## src/rtl/core/slps_pkg.sv

```systemverilog
// Package for the status LED pattern sequencer: codes, colour type and pattern tables.
// No dependencies; used by the sequencer module.
package slps_pkg;

   // Item commands
   typedef enum logic [1:0] {
      CMD_TICK  = 2'd0,
      CMD_MODE  = 2'd1,
      CMD_FLASH = 2'd2,
      CMD_NOP   = 2'd3
   } cmd_type;

   // Display modes (codes above MODE_CONNECTED show as boot)
   localparam logic [2:0] MODE_BOOT       = 3'd0;
   localparam logic [2:0] MODE_AP         = 3'd1;
   localparam logic [2:0] MODE_AP_FALLBK  = 3'd2;
   localparam logic [2:0] MODE_CONNECTING = 3'd3;
   localparam logic [2:0] MODE_CONNECTED  = 3'd4;

   // Flash kinds
   localparam logic [1:0] KIND_KEY = 2'd0;
   localparam logic [1:0] KIND_OK  = 2'd1;
   localparam logic [1:0] KIND_ERR = 2'd2;
   localparam logic [1:0] KIND_BAD = 2'd3;

   // Configuration register indexes
   localparam logic CSR_BRIGHT_LOW  = 1'b0;
   localparam logic CSR_BRIGHT_HIGH = 1'b1;

   localparam logic [7:0] BRIGHT_LOW_RST  = 8'd8;
   localparam logic [7:0] BRIGHT_HIGH_RST = 8'd40;

   localparam int QUEUE_DEPTH_DEF = 4;

   // Phase counter and blink timing
   localparam logic [5:0] PHASE_LAST   = 6'd59;
   localparam logic [5:0] AP_PERIOD    = 6'd20;
   localparam logic [5:0] AP_ON_END    = 6'd4;
   localparam logic [5:0] FB_RED_START = 6'd7;
   localparam logic [5:0] FB_RED_END   = 6'd9;
   localparam logic [5:0] CONN_PERIOD  = 6'd6;
   localparam logic [5:0] CONN_ON_END  = 6'd3;

   typedef struct packed {
      logic [7:0] red;
      logic [7:0] green;
      logic [7:0] blue;
   } rgb_type;

   // Pattern tables: on ticks minus one, off ticks minus one, repeats
   function automatic logic [1:0] lit_span_m1(input logic [1:0] kind);
      case (kind)
         KIND_KEY: lit_span_m1 = 2'd1;
         KIND_OK:  lit_span_m1 = 2'd2;
         KIND_ERR: lit_span_m1 = 2'd2;
         default:  lit_span_m1 = 2'd1;
      endcase
   endfunction

   function automatic logic [1:0] dark_span_m1(input logic [1:0] kind);
      case (kind)
         KIND_KEY: dark_span_m1 = 2'd0;
         KIND_OK:  dark_span_m1 = 2'd1;
         KIND_ERR: dark_span_m1 = 2'd1;
         default:  dark_span_m1 = 2'd0;
      endcase
   endfunction

   function automatic logic [1:0] repeat_count(input logic [1:0] kind);
      case (kind)
         KIND_KEY: repeat_count = 2'd1;
         KIND_OK:  repeat_count = 2'd2;
         KIND_ERR: repeat_count = 2'd3;
         default:  repeat_count = 2'd1;
      endcase
   endfunction

   function automatic rgb_type flash_rgb(input logic [1:0] kind, input logic [7:0] hi);
      rgb_type c;
      c = '0;
      case (kind)
         KIND_KEY: begin
            c.green = hi;
            c.blue  = hi;
         end
         KIND_OK:  c.green = hi;
         KIND_ERR: c.red = hi;
         default:  c = '0;
      endcase
      return c;
   endfunction

   // Mode colour at a phase below 60; the remainders use compare/subtract and
   // a reciprocal multiply, h/3 likewise
   function automatic rgb_type mode_rgb(input logic [2:0] mode, input logic [5:0] phase,
                                        input logic [7:0] hi, input logic [7:0] lo);
      logic [5:0]  p20;
      logic [11:0] prod6;
      logic [3:0]  q6;
      logic [5:0]  p6;
      logic [16:0] prod3;
      rgb_type     c;
      p20 = (phase >= 6'd40) ? phase - 6'd40 :
            (phase >= AP_PERIOD) ? phase - AP_PERIOD : phase;
      prod6 = {6'd0, phase} * 12'd43;
      q6 = prod6[11:8];
      p6 = phase - ({2'd0, q6} * CONN_PERIOD);
      prod3 = {9'd0, hi} * 17'd171;
      c = '0;
      case (mode)
         MODE_AP: begin
            if (p20 < AP_ON_END) c.blue = hi;
         end
         MODE_AP_FALLBK: begin
            if (p20 < AP_ON_END) c.blue = hi;
            else if (p20 >= FB_RED_START && p20 < FB_RED_END) c.red = hi;
         end
         MODE_CONNECTING: begin
            if (p6 < CONN_ON_END) begin
               c.red   = hi;
               c.green = prod3[16:9];
            end
         end
         MODE_CONNECTED: c.green = lo;
         default: begin
            c.red   = lo;
            c.green = lo;
            c.blue  = lo;
         end
      endcase
      return c;
   endfunction

endpackage

```

## src/rtl/core/slps_req_if.sv

```systemverilog
// Request channel of the status LED pattern sequencer: valid/ready and one event item.
// Depends on nothing but the signal widths of the event fields.
interface slps_req_if;
   logic       valid;
   logic       ready;
   logic [1:0] command;
   logic [2:0] mode_value;
   logic [1:0] flash_kind;

   modport source (output valid, output command, output mode_value, output flash_kind,
                   input ready);
   modport sink (input valid, input command, input mode_value, input flash_kind,
                 output ready);
endinterface

```

## src/rtl/core/slps_rsp_if.sv

```systemverilog
// Response channel of the status LED pattern sequencer: valid/ready and one colour item.
// Depends on nothing but the signal widths of the result fields.
interface slps_rsp_if;
   logic       valid;
   logic       ready;
   logic [7:0] red;
   logic [7:0] green;
   logic [7:0] blue;
   logic       flash_dropped;
   logic       flash_playing;

   modport source (output valid, output red, output green, output blue,
                   output flash_dropped, output flash_playing, input ready);
   modport sink (input valid, input red, input green, input blue,
                 input flash_dropped, input flash_playing, output ready);
endinterface

```

## src/rtl/core/status_led_pattern_sequencer.sv

```systemverilog
// A result item is valid in the cycle after its event item is accepted.
// Throughput: one event item per cycle while results are taken; the result register stands between the channels,
// so a new item is taken in the same cycle as the waiting result is taken.
// Reset (synchronous, active high): boot mode, phase 0, queue empty, no flash, colour
// dark, brightness 8/40, no result pending. Queue contents are not cleared.
// Depends on slps_pkg, slps_req_if and slps_rsp_if.
module status_led_pattern_sequencer
   import slps_pkg::*;
#(
   parameter int QUEUE_DEPTH = QUEUE_DEPTH_DEF
) (
   input  logic       clock,
   input  logic       reset,
   slps_req_if.sink   req_bus,
   slps_rsp_if.source rsp_bus,
   input  logic       csr_we,
   input  logic       csr_index,
   input  logic [7:0] csr_wdata
);

   localparam int CNT_W = $clog2(QUEUE_DEPTH + 1);

   logic [7:0]  bright_low_ff, bright_high_ff;
   logic [2:0]  mode_ff, mode_in;
   logic [5:0]  phase_ff, phase_in, phase_next;
   logic [1:0]  queue_ff [QUEUE_DEPTH];
   logic [1:0]  queue_in [QUEUE_DEPTH];
   logic [CNT_W-1:0] count_ff, count_in;
   logic        active_ff, active_in;
   logic [1:0]  kind_ff, kind_in;
   logic [1:0]  rep_ff, rep_in, rep_dec;
   logic        off_ff, off_in;
   logic [1:0]  ptl_ff, ptl_in;
   rgb_type     shown_ff, shown_in;
   logic        dropped_ff, dropped_in;
   logic        rsp_valid_ff;

   logic        req_accept;
   logic        do_pop, do_push, do_start;
   logic [1:0]  start_kind, start_kind_ok;

   // Handshake: accept whenever the result register is free or being emptied
   assign req_bus.ready = !rsp_valid_ff || rsp_bus.ready;
   assign req_accept    = req_bus.valid && req_bus.ready;

   assign phase_next = (phase_ff == PHASE_LAST) ? 6'd0 : phase_ff + 6'd1;
   assign rep_dec    = (rep_ff != 2'd0) ? rep_ff - 2'd1 : rep_ff;

   // Configuration registers
   always_ff @(posedge clock) begin
      if (reset) begin
         bright_low_ff  <= BRIGHT_LOW_RST;
         bright_high_ff <= BRIGHT_HIGH_RST;
      end else if (csr_we) begin
         case (csr_index)
            CSR_BRIGHT_LOW:  bright_low_ff  <= csr_wdata;
            CSR_BRIGHT_HIGH: bright_high_ff <= csr_wdata;
            default: ;
         endcase
      end
   end

   // Event decode: tick pattern stepping, mode write, flash request
   always_comb begin
      mode_in    = mode_ff;
      phase_in   = phase_ff;
      active_in  = active_ff;
      kind_in    = kind_ff;
      rep_in     = rep_ff;
      off_in     = off_ff;
      ptl_in     = ptl_ff;
      shown_in   = shown_ff;
      dropped_in = 1'b0;
      do_pop     = 1'b0;
      do_push    = 1'b0;
      do_start   = 1'b0;
      start_kind = req_bus.flash_kind;

      case (cmd_type'(req_bus.command))
         CMD_TICK: begin
            if (!active_ff) begin
               if (count_ff != '0) begin
                  do_pop = 1'b1;
               end else begin
                  shown_in = mode_rgb(mode_ff, phase_ff, bright_high_ff, bright_low_ff);
                  phase_in = phase_next;
               end
            end else if (ptl_ff != 2'd0) begin
               ptl_in   = ptl_ff - 2'd1;
               shown_in = off_ff ? '0 : flash_rgb(kind_ff, bright_high_ff);
            end else if (!off_ff) begin
               off_in   = 1'b1;
               ptl_in   = dark_span_m1(kind_ff);
               shown_in = '0;
            end else if (rep_dec != 2'd0) begin
               rep_in   = rep_dec;
               off_in   = 1'b0;
               ptl_in   = lit_span_m1(kind_ff);
               shown_in = flash_rgb(kind_ff, bright_high_ff);
            end else begin
               // flash over: phase steps once, then next queued flash or mode colour
               rep_in    = rep_dec;
               active_in = 1'b0;
               off_in    = 1'b0;
               phase_in  = phase_next;
               if (count_ff != '0) begin
                  do_pop = 1'b1;
               end else begin
                  shown_in = mode_rgb(mode_ff, phase_ff, bright_high_ff, bright_low_ff);
               end
            end
         end
         CMD_MODE: mode_in = req_bus.mode_value;
         CMD_FLASH: begin
            if (req_bus.flash_kind == KIND_BAD) begin
               dropped_in = 1'b1;
            end else if (!active_ff && count_ff == '0) begin
               do_start = 1'b1;
            end else if (count_ff < CNT_W'(QUEUE_DEPTH)) begin
               do_push = 1'b1;
            end else begin
               dropped_in = 1'b1;
            end
         end
         default: ;
      endcase

      if (do_pop) begin
         do_start   = 1'b1;
         start_kind = queue_ff[0];
      end

      // Start of a flash: first on tick is this item
      start_kind_ok = (start_kind == KIND_BAD) ? KIND_KEY : start_kind;
      if (do_start) begin
         active_in = 1'b1;
         kind_in   = start_kind_ok;
         rep_in    = repeat_count(start_kind_ok);
         off_in    = 1'b0;
         ptl_in    = lit_span_m1(start_kind_ok);
         shown_in  = flash_rgb(start_kind_ok, bright_high_ff);
      end
   end

   // Queue update: shift out at the head, write at the fill count
   always_comb begin
      queue_in = queue_ff;
      count_in = count_ff;
      if (do_pop) begin
         for (int i = 0; i < QUEUE_DEPTH - 1; i++) begin
            queue_in[i] = queue_ff[i + 1];
         end
         count_in = count_ff - CNT_W'(1);
      end else if (do_push) begin
         for (int i = 0; i < QUEUE_DEPTH; i++) begin
            if (count_ff == CNT_W'(i)) queue_in[i] = req_bus.flash_kind;
         end
         count_in = count_ff + CNT_W'(1);
      end
   end

   // Queue entries: no reset, read only once written
   always_ff @(posedge clock) begin
      if (req_accept) queue_ff <= queue_in;
   end

   // Sequencer state and result register
   always_ff @(posedge clock) begin
      if (reset) begin
         mode_ff      <= MODE_BOOT;
         phase_ff     <= '0;
         count_ff     <= '0;
         active_ff    <= 1'b0;
         kind_ff      <= KIND_KEY;
         rep_ff       <= '0;
         off_ff       <= 1'b0;
         ptl_ff       <= '0;
         shown_ff     <= '0;
         dropped_ff   <= 1'b0;
         rsp_valid_ff <= 1'b0;
      end else begin
         if (req_accept) begin
            mode_ff    <= mode_in;
            phase_ff   <= phase_in;
            count_ff   <= count_in;
            active_ff  <= active_in;
            kind_ff    <= kind_in;
            rep_ff     <= rep_in;
            off_ff     <= off_in;
            ptl_ff     <= ptl_in;
            shown_ff   <= shown_in;
            dropped_ff <= dropped_in;
         end
         if (req_accept) rsp_valid_ff <= 1'b1;
         else if (rsp_bus.ready) rsp_valid_ff <= 1'b0;
      end
   end

   assign rsp_bus.valid         = rsp_valid_ff;
   assign rsp_bus.red           = shown_ff.red;
   assign rsp_bus.green         = shown_ff.green;
   assign rsp_bus.blue          = shown_ff.blue;
   assign rsp_bus.flash_dropped = dropped_ff;
   assign rsp_bus.flash_playing = active_ff;

   // Checks
   a_count_bound: assert property (@(posedge clock) disable iff (reset)
      count_ff <= CNT_W'(QUEUE_DEPTH))
      else $error("flash queue count above depth");

   a_queue_needs_flash: assert property (@(posedge clock) disable iff (reset)
      count_ff != '0 |-> active_ff)
      else $error("flashes queued while none plays");

   a_phase_range: assert property (@(posedge clock) disable iff (reset)
      phase_ff <= PHASE_LAST)
      else $error("phase counter out of range");

   a_off_needs_flash: assert property (@(posedge clock) disable iff (reset)
      !active_ff |-> !off_ff)
      else $error("dark part flagged with no flash playing");

   a_drop_from_flash: assert property (@(posedge clock) disable iff (reset)
      req_accept |=> (!dropped_ff || $past(req_bus.command) == CMD_FLASH))
      else $error("drop flag raised for an item that is no flash request");

endmodule
```

## src/flat_wrapper.sv

```systemverilog
// flat-port wrapper written by rule: the top's interface ports become plain ports
module status_led_pattern_sequencer_flat import slps_pkg::*;
#(
   parameter int QUEUE_DEPTH = QUEUE_DEPTH_DEF
)
  (clock, reset, csr_we, csr_index, csr_wdata, req_bus_valid, req_bus_command, req_bus_mode_value, req_bus_flash_kind, req_bus_ready, rsp_bus_valid, rsp_bus_red, rsp_bus_green, rsp_bus_blue, rsp_bus_flash_dropped, rsp_bus_flash_playing, rsp_bus_ready);
  slps_req_if req_bus_i ();
  slps_rsp_if rsp_bus_i ();
  input  logic clock;
  input  logic reset;
  input  logic csr_we;
  input  logic csr_index;
  input  logic [7:0] csr_wdata;
  input wire logic [$bits(req_bus_i.valid)-1:0] req_bus_valid;
  input wire logic [$bits(req_bus_i.command)-1:0] req_bus_command;
  input wire logic [$bits(req_bus_i.mode_value)-1:0] req_bus_mode_value;
  input wire logic [$bits(req_bus_i.flash_kind)-1:0] req_bus_flash_kind;
  output wire logic [$bits(req_bus_i.ready)-1:0] req_bus_ready;
  output wire logic [$bits(rsp_bus_i.valid)-1:0] rsp_bus_valid;
  output wire logic [$bits(rsp_bus_i.red)-1:0] rsp_bus_red;
  output wire logic [$bits(rsp_bus_i.green)-1:0] rsp_bus_green;
  output wire logic [$bits(rsp_bus_i.blue)-1:0] rsp_bus_blue;
  output wire logic [$bits(rsp_bus_i.flash_dropped)-1:0] rsp_bus_flash_dropped;
  output wire logic [$bits(rsp_bus_i.flash_playing)-1:0] rsp_bus_flash_playing;
  input wire logic [$bits(rsp_bus_i.ready)-1:0] rsp_bus_ready;
  assign req_bus_i.valid = req_bus_valid;
  assign req_bus_i.command = req_bus_command;
  assign req_bus_i.mode_value = req_bus_mode_value;
  assign req_bus_i.flash_kind = req_bus_flash_kind;
  assign req_bus_ready = req_bus_i.ready;
  assign rsp_bus_valid = rsp_bus_i.valid;
  assign rsp_bus_red = rsp_bus_i.red;
  assign rsp_bus_green = rsp_bus_i.green;
  assign rsp_bus_blue = rsp_bus_i.blue;
  assign rsp_bus_flash_dropped = rsp_bus_i.flash_dropped;
  assign rsp_bus_flash_playing = rsp_bus_i.flash_playing;
  assign rsp_bus_i.ready = rsp_bus_ready;
  status_led_pattern_sequencer #(.QUEUE_DEPTH(QUEUE_DEPTH)) u_core (.clock(clock), .reset(reset), .req_bus(req_bus_i), .rsp_bus(rsp_bus_i), .csr_we(csr_we), .csr_index(csr_index), .csr_wdata(csr_wdata));
endmodule
```

## config.mk

```make
export PLATFORM = sky130hd
export DESIGN_NAME = status_led_pattern_sequencer_flat
export DESIGN_NICKNAME = d
export VERILOG_FILES = /design/src/rtl/core/slps_pkg.sv /design/src/rtl/core/slps_req_if.sv /design/src/rtl/core/slps_rsp_if.sv /design/src/rtl/core/status_led_pattern_sequencer.sv /design/src/flat_wrapper.sv
export SDC_FILE = /design/constraint.sdc
export NUM_CORES = 1
export LEC_CHECK = 0
export BUFFER_PORTS_ARGS = -buffer_cell sky130_fd_sc_hd__clkbuf_2
export CORE_ASPECT_RATIO = 0.7
export CORE_MARGIN = 10
export CORE_UTILIZATION = 40
export CTS_BUF_LIST = sky130_fd_sc_hd__clkbuf_4
export DETAILED_ROUTE_END_ITERATION = 7
export PLACE_DENSITY = 0.59
export SKIP_CTS_REPAIR_TIMING = 1
export SLEW_MARGIN = 10
export SYNTH_ARGS = -nofsm -noshare
export SYNTH_HDL_FRONTEND = slang
export SYNTH_SLANG_ARGS = --single-unit
```

## constraint.sdc

```tcl
create_clock -name clock -period 14.3 [get_ports clock]
set_input_delay 0 -clock clock [delete_from_list [all_inputs] [get_ports clock]]
set_output_delay 0 -clock clock [all_outputs]
set_load 0.005 [all_outputs]
```

==> results of run 1 <==
## flip-flops by register name, indices dropped and copies added, names as in the netlist
register                      flops
u_core.kind_ff                    2
u_core.ptl_ff                     2
u_core.phase_ff                   6
u_core.count_ff                   3
u_core.rsp_bus.flash_playing      1
u_core.rep_ff                     2
u_core.rsp_bus.green              8
u_core.rsp_bus.blue               8
u_core.rsp_bus.flash_dropped      1
u_core.mode_ff                    3
u_core.queue_ff                   8
u_core.off_ff                     1
u_core.rsp_bus.valid              1
u_core.bright_low_ff              8
u_core.rsp_bus.red                8
u_core.bright_high_ff             8
## final timing paths
path              depth (start not counted)                                     to                                start  slack (ns)
setup reg to reg                         24     u_core.rsp_bus.red[4]$_SDFFE_PP0P_      u_core.phase_ff[2]$_SDFFE_PP0P_        8.03
hold reg to reg                           2    u_core.rsp_bus.blue[7]$_SDFFE_PP0P_  u_core.rsp_bus.blue[7]$_SDFFE_PP0P_        0.49
hold / removal                            4  u_core.bright_high_ff[1]$_SDFFE_PP0P_                               csr_we        0.02
setup / recovery                         24     u_core.rsp_bus.red[4]$_SDFFE_PP0P_      u_core.phase_ff[2]$_SDFFE_PP0P_        8.03
## cell type report
class / count / area (µm²) / area share
sequential: 70 / 1480 / 0.208
inverter: 81 / 304 / 0.0427
clock inverter: 6 / 111 / 0.0156
timing repair buffer: 67 / 423 / 0.0593
tap: 200 / 250 / 0.0351
antenna: 1 / 2.50 / 0.000351
clock buffer: 10 / 75.1 / 0.0105
multi-input combinational: 597 / 4480 / 0.629
## layer usage
layer,global-route usage,vias up,routed length (µm)
met3,0.0337,8,1260
met4,0.0229,0,88
met2,0.227,188,6870
met1,0.254,2628,9330
li1,-,2862,-
met5,0,-,0
## logic make-up after synthesis
group | Yosys count | synth area share
compound gates | 217 | 0.230
xor+xnor | 24 | 0.0328
fa+ha+maj | 116 | 0.247
buf+inv | 117 | 0.0718
flops | 70 | 0.231
mux | 9 | 0.0152
simple gates | 231 | 0.172
## placed cells by master, fill, tap and decap left out, types with 7 or more instances in the layout
cell	instances
nor2_1	60
dlygate4sd3_1	16
clkbuf_4	10
clkbuf_2	48
a31oi_1	12
and2_1	7
ha_1	98
nor3_1	12
nand3_1	24
a21o_1	7
a221o_1	7
fa_1	18
o22ai_1	9
o21ai_1	7
o21ai_0	36
o211ai_1	7
a21oi_1	62
dfxtp_1	62
nand2_1	80
xnor2_1	18
edfxtp_1	8
inv_1	81
## tightest hold or removal path, stage by stage
cell and delay [ns]:
clkbuf_2 0.11, nand2_1 0.16, nand2_1 0.11, a21oi_1 0.06
## power groups by stage
| stage | clock network (mW) | registers (mW) | logic (mW) |
|---|---|---|---|
| after floorplan | 0 | 0.217 | 0.0872 |
| after global placement | 0 | 0.224 | 0.118 |
| after detailed placement | 0 | 0.224 | 0.118 |
| after CTS | 0.172 | 0.219 | 0.119 |
| after global routing | 0.180 | 0.221 | 0.141 |
| final | 0.169 | 0.219 | 0.122 |
==> flow_metrics.tcl, run 1 <==
set metrics [dict create \
    synth.area.top_cells "dfxtp_1 (19%), ha_1 (19%), fa_1 (5.6%), a21oi_1 (4.8%), inv_1 (4.7%)" \
    final_antenna_net_count 0 \
    core_area_um2 15600 \
    synth_common_cells "ha_1 (98), inv_1 (81), nand2_1 (80)" \
    power.share.clock 0.331 \
    worst_pin_slew_ns 0.962 \
    setup_tns_ns 0 \
    finalCritPeriodShare 0.438 \
    synth_largest_area_cell "dfxtp_1" \
    drv_cap 0 \
    status "completed" \
    crit_family "adder cells" \
    min_path_type "primary input to register" \
    required_ns 14.63 \
    critPathMaxFanout 12 \
    startpoint_type "register" \
    total_power_mw 0.511 \
    cts_made_buffers 9 \
    endpoint_kind "register" \
    design_area_um2 7130 \
    syn_avg_cell_area_um2 8.18 \
    synth_area_um2 6410 \
    cts_sinks 70 \
    antenna_found_initial 1 \
    synth.distinct_cells 78 \
    utilization 0.457 \
    fillers 1573 \
    drc 0 \
    arrival_ns 6.60 \
    layout_setup_ws_ns 8.03 \
    gp_congestion 0.868 \
    cts_max_level 3 \
    clock.fmax_mhz 160 \
    yosysWarningCount 0 \
    clkTransAtPathRegs_ns 0.13 \
    dp_slack_ns 8.14 \
    switching_share 0.321 \
    crit_slowest_cell "dfxtp_1" \
    whs_ns 0.0235 \
    yosys.area.top_type_share 0.194 \
    drive_gt1_frac 0.117 \
    grt-ovfl-total 0 \
    ys_seq_area_frac 0.231 \
    powerDensity_nw_per_um2 71.7 \
    path_buf_inv 2 \
    routed-via-count 5686 \
    nNetsFinal 963 \
    ys.flop_type "dfxtp_1" \
    pwr-share-seq 0.429 \
    first_global_vias 5327 \
    routed_wl_mm 17.5 \
    setup_violations 0 \
    grt_pass1_wl_mm 28.6 \
    drt_iter0_markers 501 \
    synth_async_sr_flop_share 0 \
    fin_crit_ns 6.27 \
    postPlaceCellArea_um2 6780 \
    dieArea_um2 21600 \
    io_pins 49 \
    synth_most_common_cell "ha_1" \
    intPower_mw 0.347 \
    drt_pass1_iterations 5 \
    max_stage_delay_ns 0.69 \
    port_buffers 48 \
    hpwl_mm 13.4 \
    clkLatencyLatePin_ns 0.45 \
    grt_max_degree 43 \
    synth-edff-count 8 \
    cts_buffer_depth 2 \
    rows 38 \
    ys_seq_elements 70 \
    dp_cells 999 \
    worst-setup-path-type "register to register" \
    combPwrFrac 0.240 \
    fin_skew_ns 0.0313 \
    cts_root_buf "clkbuf_4" \
    synthCells 784 \
    fin_cells 1032 \
    max-slew-margin-rel 0.359 \
    hold_viol_final 0 \
    p_leak_nw 3.31 \
    dieWidth_um 171 \
    routedWlPerCell_um 17.0 \
    slew_violations 0 \
    grtUsageTotal 0.164 \
    chipHeight_um 126 \
    viasPerCell 5.51 \
    path_cells "inv_1 > ha_1 > ha_1 > fa_1 > ha_1 > o21a_1 > o2bb2ai_2 > and2b_1 > nor2_1 > nor2b_1 > nor2_1 > xnor2_1 > ha_1 > inv_1 > fa_1 > ha_1 > and2_4 > o21ai_1 > a21boi_0 > o221ai_1 > a211oi_2 > or2_1 > o22ai_1 > a2111oi_2" \
    worst_path_most_repeated_cell "ha_1" \
    rsz0062_at_grt "false" \
    cts_tree "yes" \
    peakVddDrop_mv 0.0449 \
    power_switching_mw 0.164 \
    initial_utilization 0.411 \
    synthesis.nets 921 \
    synthToLayoutAreaGrowth_pct 11.2 \
]
Power figures use the tool's default switching activity.
==> run 2: changes to the inputs <==
PLACE_DENSITY = 0.61   (was 0.59)
clock period = 5.44 ns   (was 14.3 ns; I/O delays follow)
==> run 2 against run 1 <==
Non-clock buffer count rose by 34. The run now ends with setup timing left. Routed wire length rose by 4.5%. Worst setup slack got worse by 8.1 ns. Clock-buffer cell count fell by 1. First-iteration DRC count fell by 9.4%. Global-route usage rose by 0.53 points. Largest power group unchanged. Register-to-register slack got worse by 8.1 ns. Worst hold slack improved by 0.024 ns. Sequential share of layout area fell by 0.99 points. Highest routed layer unchanged. Sequential power rose to 2.6 times the previous value.
==> flow_metrics.tcl, run 2 (same netlist as run 1, synthesis figures left out) <==
set metrics [dict create \
    combPwrFrac 0.245 \
    r2r_setup_slack_ns -0.06 \
    routed_wl_mm 18.3 \
    rows 38 \
    viasPerCell 5.55 \
    port_buffers 48 \
    grt_max_degree 43 \
    rsz0062_at_grt "true" \
    peakVddDrop_mv 0.119 \
    finalCritPeriodShare 1.01 \
    chipHeight_um 126 \
    slew_violations 0 \
    status "finished, violations left" \
    power.share.clock 0.347 \
    final_antenna_net_count 0 \
    routed-via-count 5918 \
    min_path_type "primary input to register" \
    pwr-share-seq 0.408 \
    grt-ovfl-total 0 \
    r2r_cells 25 \
    power_switching_mw 0.435 \
    cts_root_buf "clkbuf_4" \
    crit_family "adder cells" \
    clock.fmax_mhz 182 \
    worst-setup-path-type "register to register" \
    initial_utilization 0.411 \
    dieArea_um2 21600 \
    drt_iter0_markers 454 \
    endpoint_kind "register" \
    layout_setup_ws_ns -0.0639 \
    final_common_cell "ha_1" \
    fin_skew_ns 0.0193 \
    drc 0 \
    worst_path_most_repeated_cell "fa_1" \
    fin_cells 1066 \
    fin_crit_ns 5.50 \
    drive_gt1_frac 0.184 \
    hold_viol_final 0 \
    cts_max_level 3 \
    powerDensity_nw_per_um2 184 \
    dieWidth_um 171 \
    intPower_mw 0.957 \
    grt_pass1_wl_mm 29.6 \
    max_stage_delay_ns 0.49 \
    io_pins 49 \
    switching_share 0.312 \
    whs_ns 0.0478 \
    cts_made_buffers 9 \
    grtUsageTotal 0.169 \
    p_leak_nw 3.50 \
    crit_slowest_cell "fa_1" \
    gp_congestion 0.849 \
    first_global_vias 5548 \
    dp_cells 1032 \
    fillers 1569 \
    drt_pass1_iterations 5 \
    routedWlPerCell_um 17.2 \
    hold_path_depth 4 \
    antenna_found_initial 1 \
    arrival_ns 5.83 \
    mostFrequentLayoutCells "ha_1 (93), nand2_1 (80), inv_1 (77), a21oi_1 (59), dfxtp_1 (58)" \
    drv_cap 0 \
    max-slew-margin-rel 0.447 \
    startpoint_type "register" \
    violations "setup timing" \
    cts_buffer_depth 2 \
    setup_violations 6 \
    core_area_um2 15600 \
    clkTransAtPathRegs_ns 0.13 \
    worst_pin_slew_ns 0.829 \
    path_buf_inv 3 \
    utilization 0.484 \
    cts_sinks 70 \
    critPathMaxFanout 6 \
    synthToLayoutAreaGrowth_pct 17.7 \
    cts_tree "yes" \
    nNetsFinal 997 \
    cp.depth 25 \
    required_ns 5.76 \
    hpwl_mm 14.0 \
    clkLatencyLatePin_ns 0.44 \
]
## run 2: final timing paths
| path | startpoint | endpoint |
|---|---|---|
| setup / recovery | u_core.phase_ff[3]$_SDFFE_PP0P_ | u_core.rsp_bus.red[4]$_SDFFE_PP0P_ |
| hold / removal | csr_we | u_core.bright_low_ff[6]$_SDFFE_PP0P_ |
| setup reg to reg | u_core.phase_ff[3]$_SDFFE_PP0P_ | u_core.rsp_bus.red[4]$_SDFFE_PP0P_ |
| hold reg to reg | u_core.rsp_bus.flash_dropped$_SDFFE_PP0P_ | u_core.rsp_bus.flash_dropped$_SDFFE_PP0P_ |
## run 2: power groups by stage
stage | Combinational [mW] | Clock (mW) | Sequential (mW)
6_report | 0.340 | 0.483 | 0.569
2_1_floorplan | 0.230 | 0 | 0.571
5_1_grt | 0.391 | 0.513 | 0.572
3_3_place_gp | 0.322 | 0 | 0.580
4_1_cts | 0.326 | 0.490 | 0.568
3_5_place_dp | 0.323 | 0 | 0.580
## run 2: routing by layer
metal	global-route usage	routed length [µm]	share of wire
met5	0	0	0
met4	0.0270	113	0.0062
met2	0.228	7290	0.40
met3	0.0543	1780	0.097
met1	0.255	9150	0.50
## run 2: worst register-to-register path: stages (launching register included)
cell       delay, ns
dfxtp_4         0.38
ha_4            0.26
inv_2           0.03
fa_1            0.46
fa_1            0.49
inv_1           0.04
ha_1            0.26
o21a_1          0.11
o2bb2ai_2       0.13
and2b_1         0.20
nor2_2          0.09
nor2b_1         0.05
nor2_1          0.11
xnor2_1         0.16
ha_2            0.22
inv_2           0.04
fa_1            0.49
ha_4            0.30
and2_4          0.15
nor3b_4         0.20
o21a_1          0.19
o221ai_2        0.11
a211oi_2        0.24
or2_4           0.23
o22ai_2         0.09
a2111oi_2       0.37
## run 2: per-stage QoR
step / setup WS (ns) / setup TNS [ns] / cell area, µm² / power (mW)
6_report: -0.0639 / -0.110 / 7550 / 1.39
5_1_grt: -0.375 / -4.40 / 7550 / 1.48
4_1_cts: -0.340 / -3.80 / 7250 / 1.39
3_5_place_dp: -0.278 / -2.99 / 7050 / 0.903
3_3_place_gp: -0.0993 / -0.685 / 7050 / 0.902
2_1_floorplan: 0.0240 / 0 / 6440 / 0.800
## run 2: cell type report
class,count,area (µm²),area share
timing repair buffer,101,682,0.0904
multi-input combinational,597,4610,0.611
clock inverter,7,136,0.0181
sequential,70,1490,0.198
antenna,1,2.50,0.000332
clock buffer,9,67.6,0.00895
tap,200,250,0.0332
inverter,81,307,0.0406
